$ cat src/rtl/rv_pkg.sv
`default_nettype none
// ----------------------------------------------------------------------------
// rv_pkg: shared types and constants of the radial vignette pixel block
// Field widths, register codes, reset values and the channel word type.
// ----------------------------------------------------------------------------
package rv_pkg;

	localparam int IDX_W     = 12;   // pixel row / column index
	localparam int CH_W      = 8;    // one color channel
	localparam int REG_W     = 13;   // configuration register width
	localparam int NCH       = 3;    // red, green, blue
	localparam int CFG_IDX_W = 1;

	localparam logic [CFG_IDX_W-1:0] REG_HEIGHT = 1'd0;
	localparam logic [CFG_IDX_W-1:0] REG_WIDTH  = 1'd1;

	localparam logic [REG_W-1:0] HEIGHT_RST = 13'd480;
	localparam logic [REG_W-1:0] WIDTH_RST  = 13'd640;

	typedef logic [CH_W-1:0] ch_t;
	typedef ch_t [NCH-1:0] rgb_t;   // index 0 red, 1 green, 2 blue

endpackage
`default_nettype wire

$ cat src/rtl/rv_sqrt_cell.sv
`default_nettype none
// ----------------------------------------------------------------------------
// rv_sqrt_cell: one root bit of the distance square root
// Restoring square root step; consumes two radicand bits, yields one root bit.
// ----------------------------------------------------------------------------
module rv_sqrt_cell #(
	parameter int RW = 21
) (
	input  wire logic              clk,
	input  wire logic              arst_n,
	input  wire logic              in_v,
	input  wire logic [2*RW-1:0]   in_rad,
	input  wire logic [RW+1:0]     in_rem,
	input  wire logic [RW-1:0]     in_root,
	input  wire rv_pkg::rgb_t      in_rgb,
	output logic                   out_v_q,
	output logic [2*RW-1:0]        out_rad_q,
	output logic [RW+1:0]          out_rem_q,
	output logic [RW-1:0]          out_root_q,
	output rv_pkg::rgb_t           out_rgb_q
);

	logic [RW+1:0] rem_sh;
	logic [RW+1:0] trial;
	logic          fits;

	assign rem_sh = {in_rem[RW-1:0], in_rad[2*RW-1 -: 2]};
	assign trial  = {in_root, 2'b01};
	assign fits   = rem_sh >= trial;

	always_ff @(posedge clk or negedge arst_n) begin
		if (!arst_n) begin
			out_v_q <= 1'b0;
		end else begin
			out_v_q <= in_v;
		end
	end

	always_ff @(posedge clk) begin
		out_rad_q  <= {in_rad[2*RW-3:0], 2'b00};
		out_rem_q  <= fits ? rem_sh - trial : rem_sh;
		out_root_q <= {in_root[RW-2:0], fits};
		out_rgb_q  <= in_rgb;
	end

endmodule
`default_nettype wire

$ cat src/rtl/rv_div_cell.sv
`default_nettype none
// ----------------------------------------------------------------------------
// rv_div_cell: one quotient bit of the channel scaling division
// Compare and subtract the shifted radius from all three channel remainders.
// ----------------------------------------------------------------------------
module rv_div_cell #(
	parameter int K     = 7,
	parameter int N_W   = 29,
	parameter int DEN_W = 21
) (
	input  wire logic                                 clk,
	input  wire logic                                 arst_n,
	input  wire logic [DEN_W-1:0]                     den,
	input  wire logic                                 in_v,
	input  wire logic [rv_pkg::NCH-1:0][N_W-1:0]      in_rem,
	input  wire rv_pkg::rgb_t                         in_q,
	output logic                                      out_v_q,
	output logic [rv_pkg::NCH-1:0][N_W-1:0]           out_rem_q,
	output rv_pkg::rgb_t                              out_q_q
);

	logic [N_W-1:0] den_sh;

	assign den_sh = N_W'(den) << K;

	always_ff @(posedge clk or negedge arst_n) begin
		if (!arst_n) begin
			out_v_q <= 1'b0;
		end else begin
			out_v_q <= in_v;
		end
	end

	// advance all channels together, one quotient bit each; a zero radius
	// keeps every quotient bit clear
	always_ff @(posedge clk) begin
		for (int i = 0; i < rv_pkg::NCH; i++) begin
			if ((den != '0) && (in_rem[i] >= den_sh)) begin
				out_rem_q[i] <= in_rem[i] - den_sh;
				out_q_q[i]   <= {in_q[i][rv_pkg::CH_W-2:0], 1'b1};
			end else begin
				out_rem_q[i] <= in_rem[i];
				out_q_q[i]   <= {in_q[i][rv_pkg::CH_W-2:0], 1'b0};
			end
		end
	end

endmodule
`default_nettype wire

$ cat src/rtl/radial_vignette_pixel.sv
`default_nettype none
// ----------------------------------------------------------------------------
// radial_vignette_pixel: radial vignette applied to one pixel per clock
// Attenuates each color channel linearly with distance from the image center.
// ----------------------------------------------------------------------------
// Usage:
//   Input: raise start with pixel_row, pixel_col and the three channels; the
//   word is taken at every edge with start high (busy is always low, so a
//   new pixel can enter in every cycle).
//   Output: done pulses for one cycle with red_out/green_out/blue_out valid.
//   The receiver cannot stall; results leave in input order.
//   Config: cfg_we with cfg_idx (0 height, 1 width) and cfg_wdata writes a
//   register; write only while no pixel is in flight.
// Pipeline: three front stages, then the chain of square root cells
//   (FRAC_BITS + 13 of them, one root bit each), then one multiply and the
//   eight cells of the quotient chain.
// Throughput: one pixel per clock; every cell passes its word on each cycle.
// Reset: clears the valid bits of all stages and loads height 480, width 640.
// ----------------------------------------------------------------------------
module radial_vignette_pixel #(
	parameter int FRAC_BITS = 8
) (
	input  wire logic                          clk,
	input  wire logic                          arst_n,
	input  wire logic                          start,
	output logic                               busy,
	input  wire logic [rv_pkg::IDX_W-1:0]      pixel_row,
	input  wire logic [rv_pkg::IDX_W-1:0]      pixel_col,
	input  wire logic [rv_pkg::CH_W-1:0]       red_in,
	input  wire logic [rv_pkg::CH_W-1:0]       green_in,
	input  wire logic [rv_pkg::CH_W-1:0]       blue_in,
	output logic                               done,
	output logic [rv_pkg::CH_W-1:0]            red_out,
	output logic [rv_pkg::CH_W-1:0]            green_out,
	output logic [rv_pkg::CH_W-1:0]            blue_out,
	input  wire logic                          cfg_we,
	input  wire logic [rv_pkg::CFG_IDX_W-1:0]  cfg_idx,
	input  wire logic [rv_pkg::REG_W-1:0]      cfg_wdata
);

	localparam int IDX_W    = rv_pkg::IDX_W;
	localparam int CH_W     = rv_pkg::CH_W;
	localparam int NCH      = rv_pkg::NCH;
	localparam int SQ_W     = 2 * IDX_W + 1;
	localparam int RW       = (SQ_W + 2 * FRAC_BITS + 1) / 2;   // root bits
	localparam int RAD_W    = 2 * RW;
	localparam int RADIUS_W = rv_pkg::REG_W + FRAC_BITS;
	localparam int CMP_W    = (RW > RADIUS_W) ? RW : RADIUS_W;
	localparam int PROD_W   = CH_W + RADIUS_W;
	localparam int LAT      = RW + 4 + CH_W;

	// Configuration registers
	logic [rv_pkg::REG_W-1:0] height_q, width_q;

	always_ff @(posedge clk or negedge arst_n) begin
		if (!arst_n) begin
			height_q <= rv_pkg::HEIGHT_RST;
			width_q  <= rv_pkg::WIDTH_RST;
		end else if (cfg_we) begin
			case (cfg_idx)
				rv_pkg::REG_HEIGHT: height_q <= cfg_wdata;
				rv_pkg::REG_WIDTH:  width_q  <= cfg_wdata;
				default: ;
			endcase
		end
	end

	assign busy = 1'b0;

	// Stage 1: absolute offsets from the center (halving rounds down)
	logic [IDX_W-1:0] cx, cy;
	logic             v_s1, v_s2, v_s3;
	logic [IDX_W-1:0] dx_s1, dy_s1;
	rv_pkg::rgb_t     rgb_s1, rgb_s2, rgb_s3;
	logic [2*IDX_W-1:0] dx2_s2, dy2_s2;
	logic [SQ_W-1:0]  sq_s3;

	assign cx = width_q[rv_pkg::REG_W-1:1];
	assign cy = height_q[rv_pkg::REG_W-1:1];

	always_ff @(posedge clk or negedge arst_n) begin
		if (!arst_n) begin
			v_s1 <= 1'b0;
			v_s2 <= 1'b0;
			v_s3 <= 1'b0;
		end else begin
			v_s1 <= start;
			v_s2 <= v_s1;
			v_s3 <= v_s2;
		end
	end

	always_ff @(posedge clk) begin
		dx_s1  <= (pixel_col >= cx) ? pixel_col - cx : cx - pixel_col;
		dy_s1  <= (pixel_row >= cy) ? pixel_row - cy : cy - pixel_row;
		rgb_s1 <= '{blue_in, green_in, red_in};
		// Stage 2: square both offsets
		dx2_s2 <= dx_s1 * dx_s1;
		dy2_s2 <= dy_s1 * dy_s1;
		rgb_s2 <= rgb_s1;
		// Stage 3: squared distance
		sq_s3  <= SQ_W'(dx2_s2) + SQ_W'(dy2_s2);
		rgb_s3 <= rgb_s2;
	end

	// Square root chain: one root bit per cell, radicand is sq << 2*FRAC_BITS
	logic                c_v    [0:RW];
	logic [RAD_W-1:0]    c_rad  [0:RW];
	logic [RW+1:0]       c_rem  [0:RW];
	logic [RW-1:0]       c_root [0:RW];
	rv_pkg::rgb_t        c_rgb  [0:RW];

	assign c_v[0]    = v_s3;
	assign c_rad[0]  = RAD_W'({sq_s3, {(2 * FRAC_BITS){1'b0}}});
	assign c_rem[0]  = '0;
	assign c_root[0] = '0;
	assign c_rgb[0]  = rgb_s3;

	for (genvar g = 0; g < RW; g++) begin : g_sqrt
		rv_sqrt_cell #(.RW(RW)) u_cell (
			.clk       (clk),
			.arst_n    (arst_n),
			.in_v      (c_v[g]),
			.in_rad    (c_rad[g]),
			.in_rem    (c_rem[g]),
			.in_root   (c_root[g]),
			.in_rgb    (c_rgb[g]),
			.out_v_q   (c_v[g+1]),
			.out_rad_q (c_rad[g+1]),
			.out_rem_q (c_rem[g+1]),
			.out_root_q(c_root[g+1]),
			.out_rgb_q (c_rgb[g+1])
		);
	end

	// Multiply stage: num = radius - dist, saturated at zero; product c * num
	logic [RADIUS_W-1:0]            radius, num;
	logic                           v_s4;
	logic [NCH-1:0][PROD_W-1:0]     prod_s4;

	assign radius = {height_q, {FRAC_BITS{1'b0}}};
	assign num    = (CMP_W'(c_root[RW]) < CMP_W'(radius))
	              ? radius - RADIUS_W'(c_root[RW]) : '0;

	always_ff @(posedge clk or negedge arst_n) begin
		if (!arst_n) begin
			v_s4 <= 1'b0;
		end else begin
			v_s4 <= c_v[RW];
		end
	end

	always_ff @(posedge clk) begin
		for (int i = 0; i < NCH; i++) begin
			prod_s4[i] <= PROD_W'(c_rgb[RW][i]) * PROD_W'(num);
		end
	end

	// Quotient chain: quotient fits CH_W bits since num never exceeds radius.
	// A zero radius keeps every quotient bit clear, so the result is zero.
	logic                        d_v   [0:CH_W];
	logic [NCH-1:0][PROD_W-1:0]  d_rem [0:CH_W];
	rv_pkg::rgb_t                d_q   [0:CH_W];

	assign d_v[0]   = v_s4;
	assign d_rem[0] = prod_s4;
	assign d_q[0]   = '0;

	for (genvar j = 0; j < CH_W; j++) begin : g_div
		rv_div_cell #(
			.K    (CH_W - 1 - j),
			.N_W  (PROD_W),
			.DEN_W(RADIUS_W)
		) u_cell (
			.clk      (clk),
			.arst_n   (arst_n),
			.den      (radius),
			.in_v     (d_v[j]),
			.in_rem   (d_rem[j]),
			.in_q     (d_q[j]),
			.out_v_q  (d_v[j+1]),
			.out_rem_q(d_rem[j+1]),
			.out_q_q  (d_q[j+1])
		);
	end

	assign done      = d_v[CH_W];
	assign red_out   = d_q[CH_W][0];
	assign green_out = d_q[CH_W][1];
	assign blue_out  = d_q[CH_W][2];

	// A result must trace back to a pixel taken earlier at the input
	a_done_latency: assert property (@(posedge clk) disable iff (!arst_n)
		done |-> $past(start, LAT))
		else $error("result without matching pixel");

	a_root_chain: assert property (@(posedge clk) disable iff (!arst_n)
		c_v[RW] |-> $past(c_v[0], RW))
		else $error("square root chain lost alignment");

	a_div_entry: assert property (@(posedge clk) disable iff (!arst_n)
		d_v[0] |-> $past(start, LAT - CH_W))
		else $error("quotient chain entered out of step");

endmodule
`default_nettype wire

$ cat config.mk
export PLATFORM = sky130hd
export DESIGN_NAME = radial_vignette_pixel
export DESIGN_NICKNAME = d
export VERILOG_FILES = /design/src/rtl/rv_pkg.sv /design/src/rtl/rv_sqrt_cell.sv /design/src/rtl/rv_div_cell.sv /design/src/rtl/radial_vignette_pixel.sv
export SDC_FILE = /design/constraint.sdc
export NUM_CORES = 2
export LEC_CHECK = 0
export BUFFER_PORTS_ARGS = -buffer_cell sky130_fd_sc_hd__buf_2
export CAP_MARGIN = 20
export CORE_MARGIN = 2
export CORE_UTILIZATION = 50
export CTS_CLUSTER_DIAMETER = 120
export DETAILED_ROUTE_END_ITERATION = 10
export PLACE_DENSITY = 0.68
export SLEW_MARGIN = 20
export SYNTH_ARGS = -nofsm -noshare
export SYNTH_HDL_FRONTEND = slang
export SYNTH_SLANG_ARGS = --single-unit
$ cat constraint.sdc
create_clock -name clk -period 7.05 [get_ports clk]
set_clock_uncertainty 0.05 [all_clocks]
set_input_delay 1.41 -clock clk [delete_from_list [all_inputs] [get_ports clk]]
set_output_delay 1.41 -clock clk [all_outputs]
set_load 0.1 [all_outputs]
* Yosys cells after proc, flatten, opt, wreduce, memory -nomap -nowiden
Index checks and enable logic that the tools add are counted. Widths: inputs -> output; s select.
Storage, ports and cells: output and inout port bits 26, flip-flop bits (word level) 2324, word-level logic and storage cells 417
Cells by class: bitwise gates (word level) 1, $lt $le $gt $ge 48, $add $sub $neg 47, muxes and demuxes 68, multipliers 5, reductions and logical operators 27
Operators by type and width (count):
- $mux 29 | 21
- $mux 21 | 20
- $ge 29x21->1 | 3
- $ge 29x22->1 | 3
- $ge 29x23->1 | 3
- $ge 29x24->1 | 3
- $ge 29x25->1 | 3
- $ge 29x26->1 | 3
- $ge 29x27->1 | 3
- $ge 29x28->1 | 3
- $mul 8x21->29 | 3
- $sub 29x22->29 | 3
- $sub 29x23->29 | 3
- $sub 29x24->29 | 3
- $sub 29x25->29 | 3
- $sub 29x26->29 | 3
- $sub 29x27->29 | 3
- $sub 29x28->29 | 3
- $mul 12x12->24 | 2
- $sub 12x12->12 | 4
- $sub 21x21->21 | 2
- $add 24x24->25 | 1
- $mux 1 | 25
- $ge 12x12->1 | 2
- 46 further kinds | 71

* Longest topological paths before layout
depth after elaboration 3, mapped depth 31

* Cells and area by module
A second synthesis with hierarchy kept.
Second synthesis, totals: cells, all modules 16836, area, all modules 168597.9 um2
By module, submodules not included:
- rv_sqrt_cell | instances 21, area an instance 3863.7 um2, cells an instance 337
- radial_vignette_pixel | instances 1, area an instance 33279.4 um2, cells an instance 3590
- rv_div_cell at g_div[3].u_cell | instances 1, area an instance 7001.7 um2, cells an instance 826
- rv_div_cell at g_div[7].u_cell | instances 1, area an instance 6960.4 um2, cells an instance 810
- rv_div_cell at g_div[1].u_cell | instances 1, area an instance 6837.8 um2, cells an instance 750
- rv_div_cell at g_div[5].u_cell | instances 1, area an instance 6830.3 um2, cells an instance 799
- rv_div_cell at g_div[6].u_cell | instances 1, area an instance 6770.2 um2, cells an instance 770
- rv_div_cell at g_div[4].u_cell | instances 1, area an instance 6628.9 um2, cells an instance 778
- rv_div_cell at g_div[2].u_cell | instances 1, area an instance 6600.1 um2, cells an instance 721
- rv_div_cell at g_div[0].u_cell | instances 1, area an instance 6551.3 um2, cells an instance 715

* Worst setup path before layout
Ideal clock, no wire load.
path kind register to register, from register height_q[1] in the netlist's numbering, to register prod_s4 (netlist bit d_rem[753]), slack -539 ps, path buffers 2, stages on the path, launching flop included 28, arrival 7424 ps, required time 6886 ps, library setup time 114 ps, path through dfrtp_1 > ha_1 > a21o_1 > a211o_2 > a31o_4 > a21oi_2 > o21ai_2 > o211ai_4 > buf_8 > nor2_4 > buf_2 > and2_1 > fa_1 > fa_1 > fa_1 > inv_1 > fa_1 > inv_1 > ha_1 > a21o_1 > a21o_1 > a21oi_1 > o21a_1 > o31a_1 > o311ai_1 > o41ai_2 > mux2i_1 > a2111oi_0
On the way: word-level cells in the longest chain between the ends 3
RTL lines:
- start: declaration | line radial_vignette_pixel.sv:53 | logic [rv_pkg::REG_W-1:0] height_q, width_q;
- start signal: assignment | line radial_vignette_pixel.sv:57 | height_q <= rv_pkg::HEIGHT_RST;
- start signal: assignment | line radial_vignette_pixel.sv:61 | rv_pkg::REG_HEIGHT: height_q <= cfg_wdata;
- $sub 21x21->21 / $lt 21x21->1 (equally long branches) | line radial_vignette_pixel.sv:143, radial_vignette_pixel.sv:142
- $mux 21 * | line radial_vignette_pixel.sv:143 | ? radius - RADIUS_W'(c_root[RW]) : '0;
- $mul 8x21->29 * | line radial_vignette_pixel.sv:155 | prod_s4[i] <= PROD_W'(c_rgb[RW][i]) * PROD_W'(num);
- end signal: indexed assignment | line radial_vignette_pixel.sv:155
- end: declaration | line radial_vignette_pixel.sv:139 | logic [NCH-1:0][PROD_W-1:0] prod_s4;
Mark *: on every way between the ends. The rest lies on a longest branch, timed or not. A chain may end at the register's enable or synchronous reset.

* Worst setup path in the final report
from register height_q[0] in the netlist's numbering, to register prod_s4 (netlist bit d_rem[753])
The elaborated chain is that of the path after synthesis.

==> results.json <==
{
  "final_area_um2": 121000,
  "cts_sinks": 2301,
  "synth_top_cell_area_share": 0.418,
  "max_cap_viol_count": 0,
  "cts_hold_buf": 0,
  "async_flop_share": 0.0252,
  "critPathMaxFanout": 6,
  "antenna_found_initial": 10,
  "drc_errors": 0,
  "areaGrowthSynthToFinish_pct": 12.9,
  "r2r_start": "height_q[0]",
  "cts-root-buf": "clkbuf_16",
  "dr.pass1.iters": 7,
  "holdWs_ns": 0.234,
  "yosys.area_share.xor_xnor": 0.0571,
  "seq_area_um2": 46400,
  "ys_seq_area_frac": 0.432,
  "hp-class": "register to register",
  "synth_cells": 10515,
  "grt_max_degree": 59,
  "fin_ws_ns": 0.174,
  "relSlewSlack": 0.328,
  "synth_area_per_cell_um2": 10.2,
  "synth_enable_flop_cells": 0,
  "post-route-period-util": 0.975,
  "yosysTopAreaCell": "dfxtp_1",
  "hold_path_end": "g_sqrt[15].u_cell.out_rgb_q[12]",
  "drt_iter0_markers": 4067,
  "gp_congestion": 0.904,
  "worstSetupStartpoint": "height_q[0]",
  "synth-compound-area-share": 0.106,
  "die_y_um": 467,
  "ys_warn_count": 0,
  "row_count": 170,
  "final_common_cell": "dfxtp_1",
  "initial_utilization": 0.502,
  "clk_pin_slew_ns": 0.07,
  "pre_cts_slack_ns": -0.395,
  "drive_above_1_share": 0.102,
  "syn_area_um2": 107000,
  "ant_nets": 0,
  "cts_buffers": 223,
  "whs_path_depth": 0,
  "setup_viol": 0,
  "die_area_um2": 218000,
  "hold_viol": 0,
  "worst_r2r_endpoint": "d_rem[753]",
  "final_cell_mix": "dfxtp_1, inv_1, ha_1, nand2_1, fa_1",
  "fmax_mhz": 145,
  "dp_hpwl_um": 169000,
  "stdcell_count": 13884,
  "r2r_slack_ns": 0.17,
  "coreArea_um2": 214000,
  "dp_cells": 13405,
  "grt_pass1_vias": 74632,
  "final.min_clock_period_ns": 6.88,
  "hold_start": "g_sqrt[14].u_cell.out_rgb_q[12]",
  "worstSetupPathType": "register to register",
  "cts_tree": "built",
  "grt-ovfl-total": 0,
  "grt_pass1_wl_um": 372000,
  "cp.required_ns": 7.80,
  "synth.ff_latch_count": 2301,
  "synth_top_family_by_area": "adder cells",
  "gr-usage-all-layers": 0.206,
  "via_count": 72704,
  "start_kind": "register",
  "status": "complete, no violations",
  "n_fill_cell": 18027,
  "portBuffers": 90,
  "yosys-top-cells-area": "dfxtp_1, ha_1, fa_1",
  "drv_slew": 0,
  "ys.flop_type": "dfxtp_1",
  "wl_um": 225000,
  "yosys.cell_types.count": 104,
  "placed_area_um2": 112000,
  "nets": 12341,
  "multi_input_area_um2": 56400,
  "ff2ff_path_depth": 27,
  "clock_latency_ns": 0.91,
  "clockBufferDepth": 3,
  "cp-end-kind": "register",
  "rsz0062_at_grt": "yes",
  "synth_mux_area_frac": 0.0218,
  "pin_count": 92,
  "yosys.area_share.simple": 0.131,
  "tightest_slew_ns": 0.993,
  "htreeDepth": 4,
  "viasPerCell": 5.24,
  "synth_fa_ha_area_frac": 0.203,
  "die_x_um": 467,
  "worstPathArrival_ns": 7.63,
  "wl_per_cell_um": 16.2
}
[cell type report]
class / instances / share of cell area
timing repair buffer: 357 / 0.0219
multi-input combinational: 6867 / 0.465
inverter: 1100 / 0.0341
clock buffer: 310 / 0.0526
tap: 2838 / 0.0293
sequential: 2301 / 0.383
clock inverter: 107 / 0.0141
antenna: 4 / 0.0000826
[registers in the layout, indices dropped and copies added, names as in the netlist, 8 cells and up]
register	count
width_q	12
dx2_s2	23
g_sqrt.u_cell.out_root_q	231
g_div.u_cell.out_v_q	8
c_rgb	24
height_q	13
d_rem	87
dy2_s2	23
g_div.u_cell.out_q_q	108
g_sqrt.u_cell.out_rad_q	156
rgb_s1	24
g_sqrt.u_cell.out_rgb_q	504
rgb_s2	24
dx_s1	12
sq_s3	25
g_sqrt.u_cell.out_rem_q	381
dy_s1	12
g_sqrt.u_cell.out_v_q	21
g_div.u_cell.out_rem_q	609
[logic make-up (layout without fill, tap and decap cells)]
logic type      count (synthesis)  count (layout)
compound gates               1793            1794
xor+xnor                      700             700
fa+ha+maj                    1425            1425
buf+inv                      1349            1874
flops                        2301            2301
mux                           211             211
other cells                     1               6
simple gates                 2735            2735
[Yosys cell counts, types with 31 or more instances]
master / instances
dfxtp_1: 2243
inv_1: 1097
ha_1: 895
nand2_1: 664
fa_1: 530
nor2_1: 519
a21oi_1: 503
and2_1: 482
o21ai_0: 463
xnor2_1: 403
xor2_1: 297
a21o_1: 210
nor3_1: 201
mux2_2: 185
clkbuf_1: 161
nor2b_1: 140
nand3_1: 126
o21a_1: 115
nor4_1: 111
nand2b_1: 99
nand4_1: 78
or3_1: 71
o31ai_1: 59
a31oi_1: 57
a211oi_1: 55
o21bai_1: 54
dfrtp_1: 52
a21boi_0: 46
buf_2: 40
or4_1: 38
and3_1: 37
or2_2: 31
[critical path: stages (launching register included)]
cell,delay (ns)
dfrtp_2,0.42
ha_4,0.27
nand2b_1,0.11
nor4_4,0.29
a211o_2,0.18
a31o_4,0.18
a21oi_4,0.07
o21ai_4,0.22
o211ai_4,0.20
buf_6,0.17
nor3_4,0.30
nand2_1,0.13
fa_1,0.54
fa_1,0.53
inv_1,0.05
fa_1,0.50
inv_2,0.05
fa_1,0.55
inv_2,0.05
ha_4,0.25
o21a_1,0.11
o31a_1,0.16
a41oi_2,0.16
o31a_1,0.34
o311ai_4,0.35
o41ai_4,0.10
mux2i_1,0.13
a2111oi_1,0.36
[per-layer routing]
metal | up-vias | global-route usage | routed length [um]
li1 | 35927 | - | -
met1 | 34886 | 0.276 | 104000
met2 | 1496 | 0.342 | 104000
met3 | 389 | 0.0301 | 10600
met4 | 6 | 0.0670 | 6740
met5 | - | 0 | 43
[stage by stage]
stage               setup TNS, ns   util
floorplan                       0      -
finish                          0  0.566
global placement            -1.31  0.523
global route               -0.501  0.566
detailed placement          -4.73  0.523
CTS                             0  0.562
[worst max-delay path by stage]
stage                            end  slack (ns)  cells past startpoint
after global placement    d_rem[781]       -0.21                     26
after floorplan           d_rem[753]       0.006                     27
final                     d_rem[753]        0.17                     27
after global routing      d_rem[780]       -0.10                     30
after CTS                 d_rem[779]       0.004                     26
after detailed placement  d_rem[781]       -0.39                     26
[repair_timing]
| item | in CTS | in global routing |
|---|---|---|
| gates cloned | 1 | 4 |
| endpoints found under the hold margin | 0 | 0 |
| resized for setup | 23 | 131 |
| endpoints found under the setup margin | 28 | 33 |
| pin swaps | 24 | 117 |
| setup buffers | 16 | 39 |
Power is left out: the tool's default activity adds up to more than one toggle a clock period on the data nets, which glitch-free logic cannot reach.
